## src/rtl/motor_target_command_parser_macros.svh

```systemverilog
// assertion macros for the motor target command parser
`ifndef MOTOR_TARGET_COMMAND_PARSER_MACROS_SVH
`define MOTOR_TARGET_COMMAND_PARSER_MACROS_SVH

`ifndef SYNTHESIS

`define MTCP_ASSERT(label, clk, rst_n, prop, msg) \
  label: assert property (@(posedge clk) disable iff (!rst_n) prop) else $error(msg);

`define MTCP_ASSERT_NEVER(label, clk, rst_n, cond, msg) \
  label: assert property (@(posedge clk) disable iff (!rst_n) !(cond)) else $error(msg);

`else

`define MTCP_ASSERT(label, clk, rst_n, prop, msg)

`define MTCP_ASSERT_NEVER(label, clk, rst_n, cond, msg)

`endif

`endif

```

## src/rtl/mtcp_pkg.sv

```systemverilog
// types and constants shared by the motor target command parser
`timescale 1ns / 1ps

package mtcp_pkg;

  localparam int VALUE_W    = 32;
  localparam int FRAC_NUM_W = 24;
  localparam int DIGIT_W    = 3;
  localparam int JOB_DEPTH  = 4;
  localparam int JOB_PTR_W  = 2;

  localparam logic [7:0] CH_NUL    = 8'h00;
  localparam logic [7:0] CH_LF     = 8'h0A;
  localparam logic [7:0] CH_CR     = 8'h0D;
  localparam logic [7:0] CH_DOLLAR = 8'h24;
  localparam logic [7:0] CH_POINT  = 8'h2E;
  localparam logic [7:0] CH_ZERO   = 8'h30;
  localparam logic [7:0] CH_NINE   = 8'h39;
  localparam logic [7:0] CH_COLON  = 8'h3A;
  localparam logic [7:0] CH_A      = 8'h41;
  localparam logic [7:0] CH_D      = 8'h44;

  localparam logic [FRAC_NUM_W-1:0] POW10 [8] = '{
    24'd1, 24'd10, 24'd100, 24'd1000, 24'd10000, 24'd100000, 24'd1000000, 24'd10000000
  };

  // bits needed to hold each power of ten minus one
  localparam logic [4:0] POW10_BITS [8] = '{
    5'd0, 5'd4, 5'd7, 5'd10, 5'd14, 5'd17, 5'd20, 5'd24
  };

  typedef struct packed {
    logic [7:0] rx_byte;
    logic       end_of_buffer;
  } item_t;

  typedef struct packed {
    logic               target_valid;
    logic [1:0]         motor_index;
    logic [VALUE_W-1:0] target_value;
    logic               target_saturated;
    logic [3:0]         start_mask;
  } result_t;

  typedef struct packed {
    logic                  target_valid;
    logic [1:0]            motor_index;
    logic [VALUE_W-1:0]    int_part;
    logic                  saturated;
    logic [3:0]            start_mask;
    logic [FRAC_NUM_W-1:0] frac_num;
    logic [DIGIT_W-1:0]    frac_digits;
  } job_t;

endpackage

```

## src/rtl/motor_target_command_parser.sv

```systemverilog
// top level of the motor target command parser
//
//   channel   | handshake             | payload
//   ----------+-----------------------+-------------------------------------
//   input     | push / full           | item_i: rx_byte, end_of_buffer
//   result    | empty / pop           | result_o: target_valid, motor_index,
//             |                       |   target_value, target_saturated,
//             |                       |   start_mask
//
// one byte per cycle while full is low; the parser updates its line state and
// writes the job queue in the accepting cycle
// a result passes the job queue and the stage 1, stage 2 and result registers:
//   reciprocal multiply, estimate and back-multiply, correction
// full rises only when the four-entry job queue and the formatter stages are
// all occupied because pop is held low
// reset (rst_ni low, asynchronous) returns the parser to an empty line and
// drops all queued transactions
`timescale 1ns / 1ps

`include "motor_target_command_parser_macros.svh"

module motor_target_command_parser #(
  parameter int INT_BITS        = 16,
  parameter int FRAC_BITS       = 16,
  parameter int MAX_FRAC_DIGITS = 6
) (
  input  logic              clk_i,
  input  logic              rst_ni,
  input  logic              push,
  output logic              full,
  input  mtcp_pkg::item_t   item_i,
  output logic              empty,
  input  logic              pop,
  output mtcp_pkg::result_t result_o
);

  logic           accept;
  logic           job_push, job_full, job_pop, job_empty;
  mtcp_pkg::job_t job_in, job_out;

  assign full   = job_full;
  assign accept = push && !job_full;

  mtcp_front #(
    .INT_BITS        (INT_BITS),
    .MAX_FRAC_DIGITS (MAX_FRAC_DIGITS)
  ) u_front (
    .clk_i      (clk_i),
    .rst_ni     (rst_ni),
    .accept_i   (accept),
    .item_i     (item_i),
    .job_push_o (job_push),
    .job_o      (job_in)
  );

  mtcp_queue u_queue (
    .clk_i   (clk_i),
    .rst_ni  (rst_ni),
    .push_i  (job_push),
    .data_i  (job_in),
    .full_o  (job_full),
    .pop_i   (job_pop),
    .empty_o (job_empty),
    .data_o  (job_out)
  );

  mtcp_back #(
    .FRAC_BITS (FRAC_BITS)
  ) u_back (
    .clk_i       (clk_i),
    .rst_ni      (rst_ni),
    .job_empty_i (job_empty),
    .job_i       (job_out),
    .job_pop_o   (job_pop),
    .pop_i       (pop),
    .empty_o     (empty),
    .result_o    (result_o)
  );

  `MTCP_ASSERT_NEVER(a_no_push_when_full, clk_i, rst_ni, job_push && job_full, "job pushed into full queue")

  `MTCP_ASSERT_NEVER(a_no_pop_when_empty, clk_i, rst_ni, job_pop && job_empty, "job popped from empty queue")

  `MTCP_ASSERT(a_mask_shape, clk_i, rst_ni, !empty |-> ($onehot0(result_o.start_mask) || ((result_o.start_mask == 4'hF) && !result_o.target_valid)), "bad start mask")

  `MTCP_ASSERT(a_start_all_zero, clk_i, rst_ni, (!empty && !result_o.target_valid) |-> (result_o.target_value == 32'd0), "start-all transaction carries a value")

endmodule

```

## src/rtl/mtcp_front.sv

```systemverilog
// byte parser: line tracking, command decoding, number accumulation
`timescale 1ns / 1ps

module mtcp_front #(
  parameter int INT_BITS        = 16,
  parameter int MAX_FRAC_DIGITS = 6
) (
  input  logic           clk_i,
  input  logic           rst_ni,
  input  logic           accept_i,
  input  mtcp_pkg::item_t item_i,
  output logic           job_push_o,
  output mtcp_pkg::job_t job_o
);

  localparam int FRAC_ACC_W = $clog2(10 ** MAX_FRAC_DIGITS);

  localparam logic [1:0] PH_IDLE   = 2'd0;
  localparam logic [1:0] PH_DOLLAR = 2'd1;
  localparam logic [1:0] PH_LETTER = 2'd2;
  localparam logic [1:0] PH_NUMBER = 2'd3;

  logic [1:0]                     phase_q, phase_d, phase_a;
  logic                           dollar_q, dollar_d, dollar_a;
  logic [1:0]                     pending_q, pending_a;
  logic [INT_BITS:0]              int_q, int_a;
  logic [FRAC_ACC_W-1:0]          frac_q, frac_a;
  logic [mtcp_pkg::DIGIT_W-1:0]   fd_q, fd_a;
  logic                           point_q, point_a;
  logic [1:0]                     len_q, len_d, len_a;
  logic                           first_q, first_d, first_a;

  logic [7:0]          c;
  logic                is_term, is_letter, is_digit, is_point, end_now;
  logic [1:0]          letter_motor;
  logic [1:0]          fresh_phase;
  logic [3:0]          digit;
  logic [INT_BITS+4:0] int_mul;
  logic [FRAC_ACC_W+3:0] frac_mul;
  logic                emit_num, emit_end, emit_all;

  logic                   sel_dollar;
  logic [1:0]             sel_motor;
  logic [INT_BITS:0]      sel_int;
  logic [FRAC_ACC_W-1:0]  sel_frac;
  logic [mtcp_pkg::DIGIT_W-1:0] sel_fd;
  logic [INT_BITS-1:0]    clamped;

  assign c            = item_i.rx_byte;
  assign is_term      = (c == mtcp_pkg::CH_CR) || (c == mtcp_pkg::CH_LF) ||
                        (c == mtcp_pkg::CH_NUL);
  assign is_letter    = (c >= mtcp_pkg::CH_A) && (c <= mtcp_pkg::CH_D);
  assign is_digit     = (c >= mtcp_pkg::CH_ZERO) && (c <= mtcp_pkg::CH_NINE);
  assign is_point     = (c == mtcp_pkg::CH_POINT);
  assign letter_motor = c[1:0] - 2'd1;
  assign digit        = c[3:0];
  assign fresh_phase  = (c == mtcp_pkg::CH_DOLLAR) ? PH_DOLLAR :
                        is_letter ? PH_LETTER : PH_IDLE;
  assign int_mul      = {4'd0, int_q} * (INT_BITS+5)'(10) + (INT_BITS+5)'(digit);
  assign frac_mul     = {4'd0, frac_q} * (FRAC_ACC_W+4)'(10) + (FRAC_ACC_W+4)'(digit);
  assign end_now      = is_term || item_i.end_of_buffer;

  // state after the byte itself, before any line end
  always_comb begin
    phase_a   = phase_q;
    dollar_a  = dollar_q;
    pending_a = pending_q;
    int_a     = int_q;
    frac_a    = frac_q;
    fd_a      = fd_q;
    point_a   = point_q;
    len_a     = len_q;
    first_a   = first_q;
    emit_num  = 1'b0;
    if (!is_term) begin
      if (len_q == 2'd0) begin
        first_a = (c == mtcp_pkg::CH_DOLLAR);
      end
      if (len_q < 2'd2) begin
        len_a = len_q + 2'd1;
      end
      case (phase_q)
        PH_IDLE: begin
          phase_a  = fresh_phase;
          dollar_a = (c == mtcp_pkg::CH_DOLLAR);
          if (is_letter) begin
            pending_a = letter_motor;
          end
        end
        PH_DOLLAR: begin
          if (is_letter) begin
            pending_a = letter_motor;
            phase_a   = PH_LETTER;
          end else begin
            phase_a  = PH_IDLE;
            dollar_a = 1'b0;
          end
        end
        PH_LETTER: begin
          if (c == mtcp_pkg::CH_COLON) begin
            phase_a = PH_NUMBER;
            int_a   = '0;
            frac_a  = '0;
            fd_a    = '0;
            point_a = 1'b0;
          end else begin
            phase_a  = fresh_phase;
            dollar_a = (c == mtcp_pkg::CH_DOLLAR);
            if (is_letter) begin
              pending_a = letter_motor;
            end
          end
        end
        default: begin
          if (is_point) begin
            point_a = 1'b1;
          end else if (is_digit) begin
            if (!point_q) begin
              if (int_mul > (INT_BITS+5)'(1) << INT_BITS) begin
                int_a = (INT_BITS+1)'(1) << INT_BITS;
              end else begin
                int_a = int_mul[INT_BITS:0];
              end
            end else if (fd_q < mtcp_pkg::DIGIT_W'(MAX_FRAC_DIGITS)) begin
              frac_a = frac_mul[FRAC_ACC_W-1:0];
              fd_a   = fd_q + 1'b1;
            end
          end else begin
            emit_num = 1'b1;
            phase_a  = fresh_phase;
            dollar_a = (c == mtcp_pkg::CH_DOLLAR);
            if (is_letter) begin
              pending_a = letter_motor;
            end
          end
        end
      endcase
    end
  end

  // line end
  always_comb begin
    emit_end = 1'b0;
    emit_all = 1'b0;
    phase_d  = phase_a;
    dollar_d = dollar_a;
    len_d    = len_a;
    first_d  = first_a;
    if (end_now) begin
      if (!emit_num && (phase_a == PH_NUMBER)) begin
        emit_end = 1'b1;
      end else if (!emit_num && (len_a == 2'd1) && first_a) begin
        emit_all = 1'b1;
      end
      phase_d  = PH_IDLE;
      dollar_d = 1'b0;
      len_d    = 2'd0;
      first_d  = 1'b0;
    end
  end

  // a target is built from the state before the byte when the byte closes the number
  always_comb begin
    sel_dollar = emit_num ? dollar_q  : dollar_a;
    sel_motor  = emit_num ? pending_q : pending_a;
    sel_int    = emit_num ? int_q     : int_a;
    sel_frac   = emit_num ? frac_q    : frac_a;
    sel_fd     = emit_num ? fd_q      : fd_a;
    clamped    = sel_int[INT_BITS] ? '1 : sel_int[INT_BITS-1:0];

    job_o.target_valid = !emit_all;
    job_o.motor_index  = emit_all ? 2'd0 : sel_motor;
    job_o.int_part     = emit_all ? '0 : mtcp_pkg::VALUE_W'(clamped);
    job_o.saturated    = !emit_all && sel_int[INT_BITS];
    job_o.start_mask   = emit_all ? 4'hF :
                         sel_dollar ? (4'd1 << sel_motor) : 4'd0;
    job_o.frac_num     = emit_all ? '0 : mtcp_pkg::FRAC_NUM_W'(sel_frac);
    job_o.frac_digits  = emit_all ? '0 : sel_fd;
  end

  assign job_push_o = accept_i && (emit_num || emit_end || emit_all);

  always_ff @(posedge clk_i or negedge rst_ni) begin
    if (!rst_ni) begin
      phase_q   <= PH_IDLE;
      dollar_q  <= 1'b0;
      pending_q <= '0;
      int_q     <= '0;
      frac_q    <= '0;
      fd_q      <= '0;
      point_q   <= 1'b0;
      len_q     <= '0;
      first_q   <= 1'b0;
    end else if (accept_i) begin
      phase_q   <= phase_d;
      dollar_q  <= dollar_d;
      pending_q <= pending_a;
      int_q     <= int_a;
      frac_q    <= frac_a;
      fd_q      <= fd_a;
      point_q   <= point_a;
      len_q     <= len_d;
      first_q   <= first_d;
    end
  end

endmodule

```

## src/rtl/mtcp_queue.sv

```systemverilog
// short job queue between parser and value formatter
`timescale 1ns / 1ps

module mtcp_queue (
  input  logic           clk_i,
  input  logic           rst_ni,
  input  logic           push_i,
  input  mtcp_pkg::job_t data_i,
  output logic           full_o,
  input  logic           pop_i,
  output logic           empty_o,
  output mtcp_pkg::job_t data_o
);

  mtcp_pkg::job_t                 entry_q [mtcp_pkg::JOB_DEPTH];
  logic [mtcp_pkg::JOB_PTR_W:0]   wr_q, rd_q;

  assign empty_o = (wr_q == rd_q);
  assign full_o  = (wr_q[mtcp_pkg::JOB_PTR_W] != rd_q[mtcp_pkg::JOB_PTR_W]) &&
                   (wr_q[mtcp_pkg::JOB_PTR_W-1:0] == rd_q[mtcp_pkg::JOB_PTR_W-1:0]);
  assign data_o  = entry_q[rd_q[mtcp_pkg::JOB_PTR_W-1:0]];

  always_ff @(posedge clk_i) begin
    if (push_i && !full_o) begin
      entry_q[wr_q[mtcp_pkg::JOB_PTR_W-1:0]] <= data_i;
    end
  end

  always_ff @(posedge clk_i or negedge rst_ni) begin
    if (!rst_ni) begin
      wr_q <= '0;
      rd_q <= '0;
    end else begin
      if (push_i && !full_o) begin
        wr_q <= wr_q + 1'b1;
      end
      if (pop_i && !empty_o) begin
        rd_q <= rd_q + 1'b1;
      end
    end
  end

endmodule

```

## src/rtl/mtcp_back.sv

```systemverilog
// fraction scaling pipeline and result register
`timescale 1ns / 1ps

module mtcp_back #(
  parameter int FRAC_BITS = 16
) (
  input  logic              clk_i,
  input  logic              rst_ni,
  input  logic              job_empty_i,
  input  mtcp_pkg::job_t    job_i,
  output logic              job_pop_o,
  input  logic              pop_i,
  output logic              empty_o,
  output mtcp_pkg::result_t result_o
);

  localparam int RW  = FRAC_BITS + 2;
  localparam int XW  = mtcp_pkg::FRAC_NUM_W;
  localparam int P1W = XW + RW;
  localparam int P2W = XW + FRAC_BITS;

  // floor(2^(FRAC_BITS + bits + 1) / 10^n)
  localparam logic [63:0] RECIP [8] = '{
    (64'd1 << (FRAC_BITS + 1))  / 64'd1,
    (64'd1 << (FRAC_BITS + 5))  / 64'd10,
    (64'd1 << (FRAC_BITS + 8))  / 64'd100,
    (64'd1 << (FRAC_BITS + 11)) / 64'd1000,
    (64'd1 << (FRAC_BITS + 15)) / 64'd10000,
    (64'd1 << (FRAC_BITS + 18)) / 64'd100000,
    (64'd1 << (FRAC_BITS + 21)) / 64'd1000000,
    (64'd1 << (FRAC_BITS + 25)) / 64'd10000000
  };

  mtcp_pkg::job_t    s1_job_q, s2_job_q;
  logic              s1_v_q, s2_v_q, out_v_q;
  logic [P1W-1:0]    s1_prod_q;
  logic [FRAC_BITS-1:0] s2_q0_q;
  logic [P2W-1:0]    s2_prod_q;
  mtcp_pkg::result_t out_q, out_d;

  logic              out_rdy, s2_rdy, s1_rdy;
  logic [RW-1:0]     recip;
  logic [P1W-1:0]    prod1_d;
  logic [5:0]        shamt;
  logic [P1W-1:0]    shifted;
  logic [FRAC_BITS-1:0] q0_d;
  logic [P2W-1:0]    prod2_d;
  logic [P2W-1:0]    diff;
  logic [XW+1:0]     rem;
  logic [FRAC_BITS-1:0] q;
  logic [mtcp_pkg::VALUE_W+FRAC_BITS-1:0] full_value;

  assign out_rdy   = !out_v_q || pop_i;
  assign s2_rdy    = !s2_v_q || out_rdy;
  assign s1_rdy    = !s1_v_q || s2_rdy;
  assign job_pop_o = !job_empty_i && s1_rdy;

  // stage 1: numerator times scaled reciprocal
  assign recip   = RECIP[job_i.frac_digits][RW-1:0];
  assign prod1_d = P1W'(job_i.frac_num) * P1W'(recip);

  // stage 2: estimate, then back-multiply by the divisor
  assign shamt   = 6'(mtcp_pkg::POW10_BITS[s1_job_q.frac_digits]) + 6'd1;
  assign shifted = s1_prod_q >> shamt;
  assign q0_d    = shifted[FRAC_BITS-1:0];
  assign prod2_d = P2W'(q0_d) * P2W'(mtcp_pkg::POW10[s1_job_q.frac_digits]);

  // stage 3: the estimate is at most one short
  assign diff = {s2_job_q.frac_num, {FRAC_BITS{1'b0}}} - s2_prod_q;
  assign rem  = diff[XW+1:0];
  assign q    = s2_q0_q + FRAC_BITS'(rem >= {2'b00, mtcp_pkg::POW10[s2_job_q.frac_digits]});
  assign full_value = {s2_job_q.int_part, {FRAC_BITS{1'b0}}} |
                      (mtcp_pkg::VALUE_W+FRAC_BITS)'(q);

  always_comb begin
    out_d.target_valid     = s2_job_q.target_valid;
    out_d.motor_index      = s2_job_q.motor_index;
    out_d.target_value     = full_value[mtcp_pkg::VALUE_W-1:0];
    out_d.target_saturated = s2_job_q.saturated;
    out_d.start_mask       = s2_job_q.start_mask;
  end

  always_ff @(posedge clk_i) begin
    if (s1_rdy) begin
      s1_job_q  <= job_i;
      s1_prod_q <= prod1_d;
    end
    if (s2_rdy) begin
      s2_job_q  <= s1_job_q;
      s2_q0_q   <= q0_d;
      s2_prod_q <= prod2_d;
    end
    if (out_rdy) begin
      out_q <= out_d;
    end
  end

  always_ff @(posedge clk_i or negedge rst_ni) begin
    if (!rst_ni) begin
      s1_v_q  <= 1'b0;
      s2_v_q  <= 1'b0;
      out_v_q <= 1'b0;
    end else begin
      if (s1_rdy) begin
        s1_v_q <= !job_empty_i;
      end
      if (s2_rdy) begin
        s2_v_q <= s1_v_q;
      end
      if (out_rdy) begin
        out_v_q <= s2_v_q;
      end
    end
  end

  assign empty_o  = !out_v_q;
  assign result_o = out_q;

endmodule
```

## config.mk

```make
export PLATFORM = sky130hd
export DESIGN_NAME = motor_target_command_parser
export DESIGN_NICKNAME = d
export VERILOG_FILES = /design/src/rtl/mtcp_pkg.sv /design/src/rtl/motor_target_command_parser.sv /design/src/rtl/mtcp_front.sv /design/src/rtl/mtcp_queue.sv /design/src/rtl/mtcp_back.sv
export VERILOG_INCLUDE_DIRS = /design/src /design/src/rtl
export SDC_FILE = /design/constraint.sdc
export NUM_CORES = 2
export LEC_CHECK = 0
export ABC_AREA = 1
export BUFFER_PORTS_ARGS = -buffer_cell sky130_fd_sc_hd__clkbuf_2
export CAP_MARGIN = 20
export CORE_MARGIN = 3
export CORE_UTILIZATION = 62
export DETAILED_ROUTE_END_ITERATION = 10
export GPL_ROUTABILITY_DRIVEN = 1
export PLACE_DENSITY = 0.79
export SYNTH_ARGS = -nofsm -noshare
export SYNTH_HDL_FRONTEND = slang
export SYNTH_SLANG_ARGS = --single-unit
```

## constraint.sdc

```tcl
create_clock -name clk_i -period 8.73 [get_ports clk_i]
set_input_delay 0.4365 -clock clk_i [delete_from_list [all_inputs] [get_ports clk_i]]
set_output_delay 0.4365 -clock clk_i [all_outputs]
set_load 0.02 [all_outputs]
```

# [Yosys cells after proc, flatten, opt, wreduce, memory -nomap -nowiden]
# Memory sizes are Yosys's and may differ from the RTL's.
# Cells that the tools add are included.
[classes] n_addsub=10 mul=4 div=0 magnitude_cmp=11 n_eq_ne=13 shift=2 muxes=82 n_bitwise=6 n_reduce_logical=34
[ops] operator="20-bit 2-to-1 mux" count=8
[ops] operator="17-bit 2-to-1 mux" count=7
[ops] operator="24-bit 2-to-1 mux" count=4
[ops] operator="24-bit by 18-bit multiplier with 42-bit output" count=1
[ops] operator="42-bit by 6-bit >> shifter with 16-bit output" count=1
[ops] operator="20-bit case mux with 2 select lines" count=1
[ops] operator="18-bit 2-to-1 mux" count=2
[ops] operator="2-bit 2-to-1 mux" count=17
[ops] operator="17-bit case mux with 2 select lines" count=1
[ops] operator="16-bit 2-to-1 mux" count=2
[ops] operator="32-bit by 16-bit bitwise OR with 32-bit output" count=1
[ops] operator="26-bit by 24-bit >= comparator with 1-bit output" count=1
[ops] operator="16-bit by 24-bit multiplier with 26-bit output" count=1
[ops] operator="26-bit subtractor" count=1
[ops] operator="8-bit by 6-bit equality test with 1-bit output (second input constant)" count=3
[ops] operator="3-bit 2-to-1 mux" count=8
[ops] operator="1-bit 2-to-1 mux" count=23
[ops] operator="21-bit by 4-bit adder with 21-bit output" count=1
[ops] operator="21-bit by 17-bit greater-than comparator with 1-bit output (second input constant)" count=1
[ops] operator="20-bit by 4-bit adder with 20-bit output" count=1
[ops] operator="17-bit by 3-bit multiplier with 20-bit output (second input constant)" count=1
[ops] operator="20-bit by 3-bit multiplier with 19-bit output (second input constant)" count=1
[ops] operator="16-bit by 1-bit adder with 16-bit output" count=1
[ops] operator="8-bit by 4-bit equality test with 1-bit output (second input constant)" count=2
[ops] operator="36 further kinds" count=72
[totals] regBits=256 latch_bits=0 mem_bits_rw=188 romBits=936 input_bits=13 elab_cells=203 n_memories=5
[memory_table] name="(name not given)" depth=8 word_bits=64 rd=1 rd_ports_with_merged_regs=0 write_ports=0 line="mtcp_back.sv:59" text="assign recip = RECIP[job_i.frac_digits][RW-1:0];"
[memory_table] name="(name not given)" depth=8 word_bits=24 rd=1 rd_ports_with_merged_regs=0 write_ports=0 line="mtcp_back.sv:71" text="assign q = s2_q0_q + FRAC_BITS'(rem >= {2'b00, mtcp_pkg::POW10[s2_job_q.frac_digits]});"
[memory_table] name="(name not given)" depth=8 word_bits=24 rd=1 rd_ports_with_merged_regs=0 write_ports=0 line="mtcp_back.sv:66" text="assign prod2_d = P2W'(q0_d) * P2W'(mtcp_pkg::POW10[s1_job_q.frac_digits]);"
[memory_table] name="u_queue.entry_q" depth=4 word_bits=47 rd=1 rd_ports_with_merged_regs=0 write_ports=1 line="mtcp_queue.sv:15" text="mtcp_pkg::job_t entry_q [mtcp_pkg::JOB_DEPTH];"
[memory_table] name="(name not given)" depth=8 word_bits=5 rd=1 rd_ports_with_merged_regs=0 write_ports=0 line="mtcp_back.sv:63" text="assign shamt = 6'(mtcp_pkg::POW10_BITS[s1_job_q.frac_digits]) + 6'd1;"

# [Depth between registers and ports, before layout]
[depth] word_depth=18 depth_mapped=43 mapped_depth_nobuf=41

# [By module]
# From an unflattened synthesis, not the netlist that was laid out.
[hier_totals] hier_cells=5561 hier_area_um2=49205.9
[modules_own_cells] module="mtcp_back" n_inst=1 cells_per_inst=3726 area_per_inst_um2=31979.4
[modules_own_cells] module="mtcp_queue" n_inst=1 cells_per_inst=708 area_per_inst_um2=10298.6
[modules_own_cells] module="mtcp_front" n_inst=1 cells_per_inst=1125 area_per_inst_um2=6917.9
[modules_own_cells] module="motor_target_command_parser" n_inst=1 cells_per_inst=2 area_per_inst_um2=10.0

# [Least setup slack after synthesis]
# No wires, ideal clock.
[synth_path] path_type="reg-to-reg" startpoint="register u_queue.rd_q[1] in the netlist's numbering" endpoint="register u_back.s1_prod_q[30], data pin" setup_ns=0.258 arrival_time_ns=7.556 path_slack_ns=0.916 stages_incl_launch_ff=32 cell_sequence="dfrtp_1 > clkbuf_1 > clkinv_1 > a32oi_1 > inv_1 > ha_1 > nor2_1 > inv_1 > nand2_1 > clkbuf_1 > nor2_1 > fa_1 > inv_1 > fa_1 > fa_1 > fa_1 > inv_1 > fa_1 > inv_1 > fa_1 > inv_1 > ha_1 > a21oi_1 > o21ai_0 > a21oi_1 > o21ai_0 > a21oi_1 > o21ai_0 > a211oi_1 > o21ai_0 > a21oi_1 > xnor2_1"
[synth_rtl] element="from (decl)" line="mtcp_queue.sv:16" text="logic [mtcp_pkg::JOB_PTR_W:0] wr_q, rd_q;"
[synth_rtl] element="from (signal assigned)" line="mtcp_queue.sv:38" text="rd_q <= rd_q + 1'b1;"
[synth_rtl] element="to (signal assigned)" line="mtcp_back.sv:86" text="s1_prod_q <= prod1_d;"
[synth_rtl] element="to (decl)" line="mtcp_back.sv:36" text="logic [P1W-1:0] s1_prod_q;"

# [Final worst setup path]
[layout_path] startpoint="register u_queue.rd_q[0] in the netlist's numbering" endpoint="register u_back.s1_prod_q[39], data pin"
[layout_between] elab_chain_cells=6
[layout_lines] element="memory 4 x 47 bit (*)"
[layout_lines] element="3-bit NOT with 4-bit output (not written as such)" line="mtcp_back.sv:59"
[layout_lines] element="memory 8 x 64 bit"
[layout_lines] element="18-bit 2-to-1 mux (not written as such) (2 in series)" line="mtcp_back.sv:59"
[layout_lines] element="24-bit by 18-bit multiplier with 42-bit output (*)" line="mtcp_back.sv:60" text="assign prod1_d = P1W'(job_i.frac_num) * P1W'(recip);"
[layout_lines] element="via u_back.prod1_d[39]" line="mtcp_back.sv:43" text="logic [P1W-1:0] prod1_d;"
# Mark *: on every way through the listed nets, which the timed path passes. The rest lies on a longest branch. The select of a mux whose other input is x is not followed.
# A chain may end at the register's enable or synchronous reset.

==> reports/qor.csv <==
stage;metric;value;unit
global_route;track_usage;31.4;%
clocking;cts_num_sinks;442;
yosys;synthTopCellsByArea;edfxtp_1 27%, fa_1 23%, ha_1 9.4%, nand2_1 9.3%, inv_1 8.5%;
yosys;ys_seq_area_share;30.2;%
yosys;synthFlopType;edfxtp_1;
critical_path;required;9040;ps
clocking;numCtsBuffers;47;
yosys;synth_warnings;0;
cells_and_area;syn2layout_area_growth;7.05;%
placed_design;place.gp.congestion;1.01;
clocking;cts-root-buf;clkbuf_16;
cells_and_area;antenna_cells;0;
routing;vias;33700;
die;start_util;63.3;%
die;io_pins;55;
yosys;synth_top_area_share;26.8;%
global_route;grt_max_degree;81;
clocking;h-tree-depth;2;
timing;finalSetupViolations;0;
placed_design;portBuffers;54;
cells_and_area;drive_above_1_share;5.25;%
cells_and_area;seq_area;0.0130;mm^2
global_route;grt_overflow;0;
yosys;async_reset_ff_share;13.1;%
critical_path;cp_max_fo;48;
global_route;grt_pass1_vias;33700;
routing;wirelength;113000;um
min_path;hp-class;input pin to async pin;
yosys;syn_nets;5767;
yosys;synth_edf_count;384;
global_route;antenna_found_initial;1;
timing;min_period;8400;ps
timing;slew_violations;0;
timing;clock_skew;30.6;ps
critical_path;crit_path_end_kind;flip-flop;
run_status;status;finished, final reports clean;
die;die_h;269;um
timing;min_period_over_period;96.2;%
die;fp.dieW;269;um
clocking;clk_path_buf_depth;3;
job;cap_viol_max_count;0;
cells_and_area;layout.nets;5827;
global_route;grt_first_pass_wirelength;181000;um
yosys;synth_area;0.0430;mm^2
routing;ant_nets;0;
yosys;synth-seq-cells;442;
routing;wl_per_cell;19.0;um
yosys;synth.most_common_cell;nand2_1;
timing;worst_pin_slew;1170;ps
routing;via_per_inst;5.67;
cells_and_area;multi_input_area;0.0258;mm^2
routing;drt_iter0_drc;3421;
die;dieArea;0.0725;mm^2
timing;hold_viol_final;0;
clocking;clk_latency;590;ps
yosys;netlist_instances;4937;
yosys;synth_common_cells;1063 x nand2_1, 970 x inv_1, 494 x nor2_1;
timing;grt_setup_unrepaired;no;
clocking;cts_tree;built;
yosys;synth_top_area_cell;edfxtp_1;
critical_path;crit_path_start_kind;flip-flop;
timing;fmax;119;MHz
die;core_area;0.0679;mm^2
timing;maxSlewHeadroom;21.5;%
routing;drt_pass1_iterations;6;
die;rows;95;
critical_path;worstSetupPathType;flip-flop to flip-flop;
clocking;cts.clk_slew.worst_paths;60;ps
timing;tns;0;ps
clocking;postCtsHoldBufs;0;
critical_path;cp.arrival;8710;ps
cells_and_area;fillers;5378;
routing;drc_errors;0;
yosys;synth_cell_type_count;54;
yosys;syn_area_per_cell;8.71;um^2
placed_design;dp_hpwl;89100;um
[registers in the layout, summed over array words and instances (netlist names), 8 cells and up]
signal	cells
u_back.s1_prod_q	40
u_back.s2_job_q	29
u_back.s2_q0_q	16
u_front.frac_q	20
u_back.s2_prod_q	26
u_front.int_q	17
u_queue.entry_q	188
u_back.result_o	40
u_back.out_d	8
u_back.s1_job_q	37
[critical path, cell delays in order (launching register included)]
cell and delay, ps:
dfrtp_2 450, buf_4 480, nand2_1 120, nand3_1 120, nand2_1 170, ha_1 530
inv_1 680, nand2_1 190, fa_1 520, fa_1 540, fa_1 520, fa_1 490
inv_1 50, fa_1 480, inv_1 50, fa_1 520, inv_1 60, ha_1 390
nand2_1 100, nor4_1 350, nand3_1 130, nand3_1 150, nand2_1 70, o211ai_1 130
a21boi_0 180, o21ai_0 340, a21oi_1 140, xor2_1 160
[kinds of logic after synthesis]
kind of cell	count (synthesis)	share of synthesized area (%)
AO/OA/AOI/OAI	489	6.41
multiplexers	1	0.0233
buffers and inverters	1126	10.0
adder cells (fa/ha/maj)	817	32.4
flip-flops	442	30.2
XOR/XNOR	129	2.63
AND/OR/NAND/NOR	1933	18.3
[path summary, 6_finish.rpt]
path	start	end	slack [ps]	cells after the start
max	u_queue.rd_q[0]	u_back.s1_prod_q[39]	330	27
min	rst_ni	u_front.int_q[3]	20	2
min in group clk_i	item_i[0]	u_front.len_q[0]	260	4
max reg2reg	u_queue.rd_q[0]	u_back.s1_prod_q[39]	330	27
min reg2reg	u_back.s2_job_q[38]	u_back.result_o[27]	410	0
max in group asynchronous	rst_ni	u_queue.rd_q[0]	8090	2
[cell usage in the layout (no fill, tap or decap), types with 11 or more instances in the layout]
cell type / synthesis / final
o21bai_1: 24 / 24
dfrtp_1: 58 / 57
xnor2_1: 49 / 49
edfxtp_1: 384 / 384
inv_1: 970 / 968
clkinv_1: 26 / 26
nor3_1: 16 / 16
or2_2: 16 / 16
a21oi_1: 146 / 146
clkbuf_1: 81 / 11
nand4_1: 25 / 25
clkbuf_16: 0 / 48
ha_1: 324 / 324
nand3_1: 279 / 279
o21ai_0: 204 / 203
nand2_1: 1063 / 1059
buf_4: 5 / 75
fa_1: 493 / 493
xor2_1: 80 / 80
nor2_1: 494 / 490
clkbuf_2: 0 / 53
nand2_2: 9 / 11
o21ai_1: 11 / 11
o211ai_1: 15 / 15
o22ai_1: 29 / 29
[per-layer routing]
metal | routed length, um | vias to the layer above | part of all wire, % | global-route usage (%)
li1 | - | 15600 | - | -
met1 | 45200 | 16300 | 40 | 41.6
met2 | 53800 | 1548 | 48 | 52.3
met3 | 9140 | 319 | 8.1 | 4.84
met4 | 4950 | 2 | 4.4 | 12.4
met5 | 17 | - | 0.015 | 0
[what timing repair did]
item / in CTS / in global routing
resized for setup: 0 / 10
buffers inserted: 0 / 2
endpoints found under the setup margin: 0 / 6
[cell type report]
type	count	area share, %
multi-input cells	3369	56.0
flip-flops and latches	442	28.2
inverters	1007	8.24
clock buffers	60	2.73
well taps	921	2.50
repair buffers	130	1.87
clock inverters	23	0.478
[per-stage QoR]
stage / hold WS (ps) / area, um^2 / setup slack (ps) / instances / utilization, %
2_1_floorplan: 141 / 43000 / 916 / 4937 / -
3_3_place_gp: 402 / 44500 / 411 / 5866 / 65.5
3_5_place_dp: 405 / 44500 / 181 / 5866 / 65.5
4_1_cts: 31.2 / 46000 / 189 / 5949 / 67.7
5_1_grt: 63.6 / 46000 / 2.42 / 5952 / 67.8
6_report: 24.5 / 46000 / 332 / 5952 / 67.8
Power is not shown: default switching activity piles up to over one toggle a cycle in this logic, so the estimate is an artifact.
